$ cat config.mk
export PLATFORM = sky130hd
export DESIGN_NAME = pnf_front_flat
export DESIGN_NICKNAME = d
export VERILOG_FILES = /design/src/rtl/core/pnf_pkg.sv /design/src/rtl/core/pnf_in_if.sv /design/src/rtl/core/pnf_front.sv /design/src/flat_wrapper.sv
export SDC_FILE = /design/constraint.sdc
export NUM_CORES = 1
export LEC_CHECK = 0
export ABC_AREA = 1
export BUFFER_PORTS_ARGS = -buffer_cell sky130_fd_sc_hd__buf_2
export CORE_ASPECT_RATIO = 1.4
export CORE_UTILIZATION = 35
export DETAILED_ROUTE_END_ITERATION = 8
export GPL_TIMING_DRIVEN = 0
export HOLD_SLACK_MARGIN = 0.02
export SETUP_SLACK_MARGIN = 0.2
export SLEW_MARGIN = 10
export SYNTH_ARGS = -nofsm -noshare
export SYNTH_HDL_FRONTEND = slang
export SYNTH_SLANG_ARGS = --single-unit
$ cat constraint.sdc
create_clock -name clk_i -period 13.4 [get_ports clk_i]
set_input_delay 1.34 -clock clk_i [delete_from_list [all_inputs] [get_ports clk_i]]
set_output_delay 1.34 -clock clk_i [all_outputs]
set_load 0.1 [all_outputs]
$ cat src/rtl/core/pnf_pkg.sv
`default_nettype none

package pnf_pkg;

  localparam int FRAC  = 16;
  localparam int ONE   = 1 << FRAC;
  localparam int OUT_W = 21;

  typedef enum logic {
    CMD_LOAD = 1'b0,
    CMD_EVAL = 1'b1
  } cmd_e;

  typedef enum logic [1:0] {
    CFG_OCTAVE_COUNT = 2'd0,
    CFG_LACUNARITY   = 2'd1,
    CFG_PERSISTENCE  = 2'd2
  } cfg_idx_e;

  typedef struct packed {
    cmd_e               cmd;
    logic [7:0]         tbl_idx;
    logic [7:0]         tbl_val;
    logic signed [31:0] cx;
    logic signed [31:0] cy;
    logic signed [31:0] cz;
  } item_t;

  typedef struct packed {
    logic [4:0]  octave_count;
    logic [15:0] lacunarity;
    logic [15:0] persistence;
  } cfg_t;

  typedef struct packed {
    logic [1:0] level;
    logic       full;
  } fe_status_t;

  // 12-gradient dot product, picked by the low hash nibble
  function automatic logic signed [18:0] grad_dot(input logic [3:0] h,
                                                  input logic signed [17:0] x,
                                                  input logic signed [17:0] y,
                                                  input logic signed [17:0] z);
    logic signed [18:0] p;
    logic signed [18:0] q;
    p = (h < 4'd8) ? {x[17], x} : {y[17], y};
    if (h < 4'd4) begin
      q = {y[17], y};
    end else if (h == 4'd12 || h == 4'd14) begin
      q = {x[17], x};
    end else begin
      q = {z[17], z};
    end
    if (h[0]) p = -p;
    if (h[1]) q = -q;
    return p + q;
  endfunction

endpackage

`default_nettype wire

$ cat src/rtl/core/pnf_in_if.sv
`default_nettype none

interface pnf_in_if;
  logic               valid;
  logic               ready;
  logic               command;
  logic [7:0]         table_index;
  logic [7:0]         table_value;
  logic signed [31:0] coord_x;
  logic signed [31:0] coord_y;
  logic signed [31:0] coord_z;

  modport source (output valid, command, table_index, table_value, coord_x, coord_y, coord_z,
                  input ready);
  modport sink (input valid, command, table_index, table_value, coord_x, coord_y, coord_z,
                output ready);
endinterface

`default_nettype wire

$ cat src/rtl/core/pnf_front.sv
`default_nettype none

module pnf_front import pnf_pkg::*; (
  input  wire logic   clk_i,
  input  wire logic   rst_ni,
  pnf_in_if.sink      in_i,
  output item_t       item_o,
  output logic        item_valid_o,
  input  wire logic   item_pop_i,
  output fe_status_t  status_o
);

  item_t      entries_q [2];
  logic       wr_ptr_q, rd_ptr_q;
  logic [1:0] level_q, level_d;
  logic       push, pop;
  item_t      cls;

  assign in_i.ready = (level_q != 2'd2);
  assign push = in_i.valid && in_i.ready;
  assign pop  = item_pop_i && (level_q != 2'd0);

  // keep only the fields that matter for the command
  always_comb begin
    cls.cmd     = cmd_e'(in_i.command);
    cls.tbl_idx = in_i.table_index;
    cls.tbl_val = in_i.table_value;
    cls.cx      = in_i.coord_x;
    cls.cy      = in_i.coord_y;
    cls.cz      = in_i.coord_z;
    if (cls.cmd == CMD_LOAD) begin
      cls.cx = '0;
      cls.cy = '0;
      cls.cz = '0;
    end else begin
      cls.tbl_idx = '0;
      cls.tbl_val = '0;
    end
  end

  always_comb begin
    level_d = level_q;
    if (push && !pop) level_d = level_q + 2'd1;
    if (!push && pop) level_d = level_q - 2'd1;
  end

  always_ff @(posedge clk_i or negedge rst_ni) begin
    if (!rst_ni) begin
      wr_ptr_q <= 1'b0;
      rd_ptr_q <= 1'b0;
      level_q  <= 2'd0;
    end else begin
      level_q <= level_d;
      if (push) wr_ptr_q <= !wr_ptr_q;
      if (pop) rd_ptr_q <= !rd_ptr_q;
    end
  end

  always_ff @(posedge clk_i) begin
    if (push) entries_q[wr_ptr_q] <= cls;
  end

  assign item_o          = entries_q[rd_ptr_q];
  assign item_valid_o    = (level_q != 2'd0);
  assign status_o.level  = level_q;
  assign status_o.full   = (level_q == 2'd2);

endmodule

`default_nettype wire

$ cat src/flat_wrapper.sv
// flat-port wrapper written by rule: the top's interface ports become plain ports
module pnf_front_flat import pnf_pkg::*;
  (clk_i, rst_ni, item_o, item_valid_o, item_pop_i, status_o, in_i_valid, in_i_command, in_i_table_index, in_i_table_value, in_i_coord_x, in_i_coord_y, in_i_coord_z, in_i_ready);
  pnf_in_if in_i_i ();
  input  wire logic clk_i;
  input  wire logic rst_ni;
  output item_t item_o;
  output logic item_valid_o;
  input  wire logic item_pop_i;
  output fe_status_t status_o;
  input wire logic [$bits(in_i_i.valid)-1:0] in_i_valid;
  input wire logic [$bits(in_i_i.command)-1:0] in_i_command;
  input wire logic [$bits(in_i_i.table_index)-1:0] in_i_table_index;
  input wire logic [$bits(in_i_i.table_value)-1:0] in_i_table_value;
  input wire logic [$bits(in_i_i.coord_x)-1:0] in_i_coord_x;
  input wire logic [$bits(in_i_i.coord_y)-1:0] in_i_coord_y;
  input wire logic [$bits(in_i_i.coord_z)-1:0] in_i_coord_z;
  output wire logic [$bits(in_i_i.ready)-1:0] in_i_ready;
  assign in_i_i.valid = in_i_valid;
  assign in_i_i.command = in_i_command;
  assign in_i_i.table_index = in_i_table_index;
  assign in_i_i.table_value = in_i_table_value;
  assign in_i_i.coord_x = in_i_coord_x;
  assign in_i_i.coord_y = in_i_coord_y;
  assign in_i_i.coord_z = in_i_coord_z;
  assign in_i_ready = in_i_i.ready;
  pnf_front u_core (.clk_i(clk_i), .rst_ni(rst_ni), .in_i(in_i_i), .item_o(item_o), .item_valid_o(item_valid_o), .item_pop_i(item_pop_i), .status_o(status_o));
endmodule
==> results of run 1 <==
-- state kept, by name (all words and copies together) (netlist names) --
name              cells
u_core.level_q        2
u_core.rd_ptr_q       1
u_core.wr_ptr_q       1
u_core.entries_q    226
-- how the worst max path moves through the flow --
stage / start / end / slack, ps / cells past startpoint
floorplan: in_i_valid / u_core.entries_q[1][0]$_DFFE_PP_ / 6580 / 2
global placement: in_i_valid / u_core.entries_q[1][84]$_DFFE_PP_ / 3200 / 3
CTS: u_core.rd_ptr_q$_DFFE_PN0P_ / item_o[101] / 9930 / 7
detailed placement: in_i_valid / u_core.entries_q[1][84]$_DFFE_PP_ / 10380 / 5
finish: u_core.rd_ptr_q$_DFFE_PN0P_ / item_o[103] / 9980 / 6
global route: u_core.rd_ptr_q$_DFFE_PN0P_ / item_o[103] / 9850 / 6
-- synthesized netlist by cell type, drive strengths merged --
master / n
nand2: 445
ha: 1
clkbuf: 3
xnor2: 1
dfrtp: 4
inv: 121
nor2: 18
buf: 34
o21ai: 1
nand4: 1
nand3: 3
edfxtp: 226
-- per-stage QoR --
stage / instance area [sq um] / setup WS, ps / hold slack (ps) / util, %
after floorplan: 9370 / 6580 / 450 / -
after global placement: 10900 / 3200 / 466 / 41.8
after detailed placement: 11100 / 10380 / 483 / 42.2
after CTS: 11800 / 9930 / 500 / 45.1
after global routing: 11800 / 9850 / 518 / 45.1
final: 11800 / 9980 / 501 / 45.1
-- kinds of logic (layout without fill, tap and decap cells) --
| family | Yosys count | after routing |
|---|---|---|
| buf+inv | 158 | 436 |
| compound gates | 1 | 1 |
| fa+ha+maj | 1 | 1 |
| flops | 230 | 230 |
| simple gates | 467 | 467 |
| other cells | 0 | 2 |
| xor+xnor | 1 | 1 |
-- final cells by class --
type,count,area (sq um)
Fill cell,2411,14400
Sequential cell,230,6890
Multi-Input combinational cell,470,1790
Timing Repair Buffer,239,1280
Clock buffer,32,619
Inverter,121,462
Tap cell,324,405
Buffer,37,236
Clock inverter,7,118
Antenna cell,2,5.00
-- metal layers --
metal / vias up / global-route usage, % / wire length [um]
met1: 2960 / 17.2 / 8460
met5: - / 0 / 0
met3: 38 / 2.97 / 1140
met2: 176 / 28.9 / 11300
li1: 3213 / - / -
met4: 0 / 5.94 / 656
-- worst min-delay path: stages, from the launching register on --
cell,delay (ps)
dfrtp_1,350
nand2_1,50
nand2_1,60
==> results.yml, run 1 <==
status:
  outcome: "completed"
setup_path:
  crit_type: "flip-flop to output port"
  cp_cell_sequence: "buf_4 > buf_6 > buf_2 > nand2_1 > nand2_1 > buf_2"
  path_buf_inv: 4
  slowest_stage: "buf_2"
  r2r-end: "u_core.entries_q[0][96]$_DFFE_PP_"
  rrSetupSlack_ps: 11300
  crit_family: "buffers and inverters"
  critPathArrivalTime_ps: 2080
  worstPathRequired_ps: 12060
  critPathLaunchType: "flip-flop"
  cp_max_fo: 10
  r2r_cells: 6
  r2r-start: "u_core.level_q[1]$_DFFE_PN0P_"
  slowest_delay_ps: 430
  critPathCaptureType: "output port"
placed_design:
  dp_cells: 1421
  port_buffers: 234
  hpwl_um: 14900
  place_congestion: 0.747
floorplan:
  floorplan.initialDensity_pct: 35.8
  io_pins: 235
  coreArea_sq_um: 26200
  fp.dieH_um: 196
  rows: 70
  die_w_um: 140
  die_area_sq_um: 27400
route:
  drc: 0
  via_count: 6387
  drt_iter0_markers: 278
  wl_per_cell_um: 14.8
  first_pass_iters: 4
  vias_per_cell: 4.37
  ant_nets: 0
  wl_um: 21600
sta:
  fin_crit_ps: 3420
  tightest_slew_ps: 574
  timing.slew.headroom_pct: 61.7
  hold_viol_final: 0
  finalCritPeriodShare_pct: 25.5
  fin_setup_tns_ps: 0
  slew_viol_final: 0
  max_clock_freq_mhz: 292
  rsz0062_at_grt: "false"
  finClkSkew_ps: 14.8
  setup_violations: 0
run:
  drv_cap: 0
cells_and_area:
  syn2layout_area_growth_pct: 26.0
  final_common_cell: "nand2_1"
  nNetsFinal: 1240
  finalNonFillerCells: 1462
  drive_gt1_share_pct: 27.0
  layout_common_cells: "445 x nand2_1, 258 x buf_2, 226 x edfxtp_1"
hold_path:
  worst_hold_path.endpoint: "u_core.wr_ptr_q$_DFFE_PN0N_"
  hold_path.class: "flip-flop to flip-flop"
  hold_path.startpoint: "u_core.wr_ptr_q$_DFFE_PN0N_"
  whs_path_depth: 2
cts:
  ctsHoldBuffers: 0
  root_buffer: "clkbuf_16"
  clkTransAtPathRegs_ps: 70
  clkLatencyLatePin_ps: 500
  clockBufferDepth: 3
  cts.sinks: 230
  tritoncts: "built"
  ctsResizeCount: 0
  htreeDepth: 1
  post_cts_buffers: 0
  cts_inserted_buffers: 23
grt:
  grtUsageTotal_pct: 15.5
  grt_first_pass_wirelength_um: 32600
  grt-ovfl-total: 0
  grt_max_degree: 75
  grt_antenna_before_repair: 3
  grt_pass1_vias: 6297
synth:
  synth_area_per_cell_sq_um: 10.9
  synth-xor-area-share_pct: 0.0935
  synth-seq-area-share_pct: 73.5
  synth_nets: 976
  yosys_warnings: 0
  synth.top_cells.by_area: "edfxtp_1 72%, nand2_1 18%, inv_1 4.8%"
  synthAdderAreaFrac_pct: 0.134
  synth_top_family_by_area: "simple AND/OR/NAND/NOR gates"
  ys_types: 15
  synthMuxAreaShare_pct: 0
  synth-simple-area-share_pct: 18.8
  post_synth_instance_area_sq_um: 9370
  synth_compound_area_share_pct: 0.0534
  syn_inst: 858
  synth_top_area_share_pct: 72.5
  ys_ff_latch: 230
  yosysTopAreaCell: "edfxtp_1"
Power of run 1 is left out: the tool's default activity adds up to more than one toggle a clock period on the data nets, which glitch-free logic cannot reach.
==> inputs of run 2 (changes only) <==
ABC_AREA = 0   (was 1)
clock period = 3.55 ns   (was 13.4 ns; I/O delays follow)
==> run 2 against run 1 <==
Compared with the run above:
- first-iteration DRC count decreased by 48%
- final area increased by 0.48%
- sequential share of layout area down 0.23 points
- critical endpoint is now item_o[100]
==> results.yml, run 2 <==
floorplan:
  die_w_um: 140
  die_area_sq_um: 27400
  fp.dieH_um: 196
  io_pins: 235
  coreArea_sq_um: 26200
  floorplan.initialDensity_pct: 35.8
  rows: 70
placed_design:
  dpl_cell_area_sq_um: 11100
  place_congestion: 0.695
  port_buffers: 234
  hpwl_um: 12900
sta:
  max_clock_freq_mhz: 426
  timing.slew.headroom_pct: 60.4
  finalCritPeriodShare_pct: 66.2
  hold_viol_final: 0
  slew_viol_final: 0
  fin_crit_ps: 2350
  finClkSkew_ps: 12.9
  setup_violations: 0
  tightest_slew_ps: 594
  rsz0062_at_grt: "false"
synth:
  syn_inst: 494
  post_synth_instance_area_sq_um: 9360
  ys_types: 22
  synth_flop_cell: "edfxtp_1"
  synthArstFlopShare_pct: 1.74
  synth-seq-area-share_pct: 73.6
  synth_top_area_share_pct: 72.5
  synth_edf_count: 226
  yosysTopAreaCell: "edfxtp_1"
  ys_ff_latch: 230
  synth_nets: 612
  yosys_warnings: 0
  synthTopCellsByCount: "226 x edfxtp_1, 96 x and2_1, 60 x mux2_4"
  synth.top_cells.by_area: "edfxtp_1 72%, mux2_4 9.6%, and2_1 6.4%"
  yosysMostFrequentCell: "edfxtp_1"
  synth_area_per_cell_sq_um: 19.0
setup_path:
  cp_cell_sequence: "buf_6 > buf_8 > buf_6 > mux2_4 > buf_2"
  cp_max_fo: 10
  critPathLaunchType: "flip-flop"
  cpMostUsedCell: "buf_6"
  crit_family: "buffers and inverters"
  crit_type: "flip-flop to output port"
  slowest_stage: "buf_2"
  critPathArrivalTime_ps: 1990
  slowest_delay_ps: 440
  path_buf_inv: 4
  critPathCaptureType: "output port"
  worstPathRequired_ps: 3190
route:
  drc: 0
  via_count: 4999
  wl_um: 18900
  vias_per_cell: 4.54
  first_pass_iters: 4
  wl_per_cell_um: 17.2
  drt_iter0_markers: 144
  ant_nets: 0
cells_and_area:
  regMostFlops: "u_core.entries_q"
  largest_reg_flops: 226
  fin_util_pct: 45.3
  fillers: 2357
  ff_latch_area_sq_um: 6890
  drive_gt1_share_pct: 52.9
  nNetsFinal: 878
  stdcell_area_sq_um: 11900
  top_regs: "u_core.entries_q: 226 flops, u_core.level_q: 2 flops"
  multi_input_area_sq_um: 2320
  final_common_cell: "buf_2"
  syn2layout_area_growth_pct: 26.7
  layout_common_cells: "243 x buf_2, 226 x edfxtp_1, 96 x and2_1"
cts:
  clkTransAtPathRegs_ps: 60
  clockBufferDepth: 3
  root_buffer: "clkbuf_16"
  cts.sinks: 230
  clkLatencyLatePin_ps: 510
  htreeDepth: 1
  tritoncts: "built"
  cts_inserted_buffers: 23
hold_path:
  hold_path.class: "input port to flip-flop"
grt:
  grt_first_pass_wirelength_um: 28800
  grt_max_degree: 44
  grtUsageTotal_pct: 13.6
  grt_antenna_before_repair: 3
  grt-ovfl-total: 0
  grt_pass1_vias: 5451
run:
  drv_cap: 0
status:
  outcome: "completed"
run 2: repair_timing:
item / CTS / global route
hold endpoints to repair: 4 / 0
gates resized for setup: 0 / 0
setup buffers: 0 / 0
hold buffers: 1 / 0
run 2: area by class of cell:
cell class,count,share of cell area [%]
inverters,1,0.0316
repair buffers,241,11.0
diodes,1,0.0211
clock inverters,15,1.43
plain buffers,25,1.43
flip-flops and latches,230,58.1
clock buffers,25,4.92
well taps,324,3.42
multi-input cells,238,19.6
run 2: routing by layer:
metal,routed length (um),vias to the layer above,global-route usage [%]
met5,27,-,0
met1,7140,2419,14.7
met3,1520,38,4.34
met2,9790,168,25.0
li1,-,2370,-
met4,406,4,4.35
run 2: cell families after synthesis:
family | synth area share, %
mux | 16.0
buf+inv | 1.86
fa+ha+maj | 0.134
flops | 73.6
simple gates | 7.99
xor+xnor | 0.468
run 2: path summary, 6_finish.rpt:
kind,from,end,slack (ps),depth (start not counted)
min,item_pop_i,u_core.rd_ptr_q$_DFFE_PN0P_,150,3
max reg2reg,u_core.level_q[0]$_DFFE_PN0P_,u_core.entries_q[1][40]$_DFFE_PP_,1430,4
min reg2reg,u_core.level_q[1]$_DFFE_PN0P_,u_core.level_q[1]$_DFFE_PN0P_,530,1
max in group asynchronous,rst_ni,u_core.level_q[0]$_DFFE_PN0P_,3240,2
min in group asynchronous,rst_ni,u_core.level_q[1]$_DFFE_PN0P_,170,2
max,u_core.rd_ptr_q$_DFFE_PN0P_,item_o[100],1200,5
run 2: worst reg2reg max path, stage by stage, from the launching register on:
cell and delay (ps):
dfrtp_4 440, nand2b_4 150, and3_4 580, buf_16 330, buf_12 270
run 2: metrics by stage:
step / worst slack (ps) / std cells / setup TNS [ps] / hold slack (ps)
2_1_floorplan: 254 / 494 / 0 / 59.4
3_3_place_gp: -349 / 1052 / -38180 / 172
3_5_place_dp: 1400 / 1058 / 0 / 169
4_1_cts: 1140 / 1099 / 0 / 117
5_1_grt: 1100 / 1099 / 0 / 128
6_report: 1200 / 1100 / 0 / 146
Power of run 2 is left out for the same reason.
==> inputs of run 3 (changes only) <==
clock period = 2.05 ns   (was 3.55 ns; I/O delays follow)
==> run 3 against run 2 <==
Compared with the run above:
- largest cell class unchanged
- register-to-register slack got worse by 1100 ps
- count of clock-buffer cells in the layout rose by 3
- sequential share of layout area shrank 11 points
- sequential cell count unchanged
- clock skew down 7.3 ps
- core utilization grew 11 points
- cell count increased by 11%
- critical path depth did not move
- critical endpoint is now item_o[65]
==> results.yml, run 3 (synthesis results as in run 2) <==
route:
  drc: 0
  ant_nets: 0
  first_pass_iters: 5
  wl_per_cell_um: 17.1
  vias_per_cell: 4.54
  wl_um: 20900
  via_count: 5549
  drt_iter0_markers: 141
cts:
  htreeDepth: 1
  tritoncts: "built"
  clkTransAtPathRegs_ps: 60
  cts_inserted_buffers: 23
  clockBufferDepth: 3
  clkLatencyLatePin_ps: 500
  cts.sinks: 230
  root_buffer: "clkbuf_16"
hold_path:
  hold_path.startpoint: "in_i_table_value[1]"
  hold_path.class: "input port to flip-flop"
sta:
  fin_setup_tns_ps: 0
  tightest_slew_ps: 515
  finClkSkew_ps: 5.53
  setup_violations: 0
  max_clock_freq_mhz: 492
  setup_ws_ps: 19.0
  rsz0062_at_grt: "true"
  fin_crit_ps: 2030
  timing.slew.headroom_pct: 65.6
  hold_viol_final: 0
  slew_viol_final: 0
  finalCritPeriodShare_pct: 99.1
placed_design:
  port_buffers: 234
  place_congestion: 0.691
  hpwl_um: 12600
  dpl_cell_area_sq_um: 11100
  pre_cts_ws_ps: -80.8
grt:
  grt_first_pass_wirelength_um: 31900
  grt-ovfl-total: 0
  grt_max_degree: 42
  grtUsageTotal_pct: 15.0
  grt_pass1_vias: 6100
  grt_antenna_before_repair: 1
floorplan:
  io_pins: 235
  fp.dieH_um: 196
  coreArea_sq_um: 26200
  die_w_um: 140
  rows: 70
  floorplan.initialDensity_pct: 35.8
  die_area_sq_um: 27400
setup_path:
  worstPathRequired_ps: 1850
  critPathCaptureType: "output port"
  cp-startpoint: "u_core.rd_ptr_q$_DFFE_PN0P_"
  slowest_stage: "dfrtp_1"
  cp_cell_sequence: "buf_6 > clkbuf_16 > buf_12 > mux2_4 > buf_12"
  crit_type: "flip-flop to output port"
  cpMostUsedCell: "buf_12"
  critPathArrivalTime_ps: 1830
  slowest_delay_ps: 370
  cp_max_fo: 10
  r2r-start: "u_core.level_q[0]$_DFFE_PN0P_"
  critPathLaunchType: "flip-flop"
  rrSetupSlack_ps: 300
cells_and_area:
  largest_reg_flops: 226
  syn2layout_area_growth_pct: 56.2
  drive_gt1_share_pct: 47.4
  fillers: 1998
  stdcell_area_sq_um: 14600
  top_regs: "u_core.entries_q: 226 flops, u_core.level_q: 2 flops"
  regMostFlops: "u_core.entries_q"
  final_common_cell: "edfxtp_1"
  nNetsFinal: 999
  fin_util_pct: 55.8
  layout_common_cells: "226 x edfxtp_1, 123 x buf_2, 110 x dlygate4sd3_1"
run:
  drv_cap: 0
status:
  outcome: "completed"
## run 3: metrics by stage
step	hold WS [ps]	std cells
finish	63.3	1222
global route	40.4	1222
CTS	25.8	1218
detailed placement	17.7	1059
global placement	15.7	1052
floorplan	-90.6	494
## run 3: cell type report
class                      count  area, sq um  area share [%]
antenna                        1         2.50          0.0171
buffer                        25          260            1.78
clock buffer                  28          594            4.06
clock inverter                13          215            1.47
inverter                       1         3.75          0.0257
multi-input combinational    239         2390            16.4
sequential                   230         6890            47.1
tap                          324          405            2.77
timing repair buffer         361         3860            26.4
## run 3: worst paths after layout
kind / endpoint / cells after the start
worst min register to register: u_core.level_q[1]$_DFFE_PN0P_ / 1
min in group asynchronous: u_core.level_q[1]$_DFFE_PN0P_ / 3
worst min-delay path: u_core.entries_q[1][97]$_DFFE_PP_ / 2
worst max-delay path: item_o[65] / 5
worst max register to register: u_core.level_q[1]$_DFFE_PN0P_ / 5
max in group asynchronous: u_core.level_q[0]$_DFFE_PN0P_ / 3
## run 3: timing repair
item                                   CTS  global route
hold buffers                           110             0
endpoints found under the hold margin  218             0
pin swaps                                2             0
setup buffers                            6             2
setup endpoints to repair              195           114
resized for setup                      337            55
gates cloned                             2             1
## run 3: metal layers
| layer | up-vias | share of wire (%) | track usage, % |
|---|---|---|---|
| met3 | 35 | 6.7 | 3.97 |
| met4 | 0 | 2.5 | 5.01 |
| li1 | 2618 | - | - |
| met5 | - | 0 | 0 |
| met2 | 178 | 52 | 27.6 |
| met1 | 2718 | 39 | 16.7 |
## run 3: critical path, delay by kind of cell, from the launching register on
kind | cells | cell delay [ps]
buffers and inverters | 4 | 620
DFF | 1 | 370
muxes | 1 | 310
Power of run 3 is left out for the same reason.
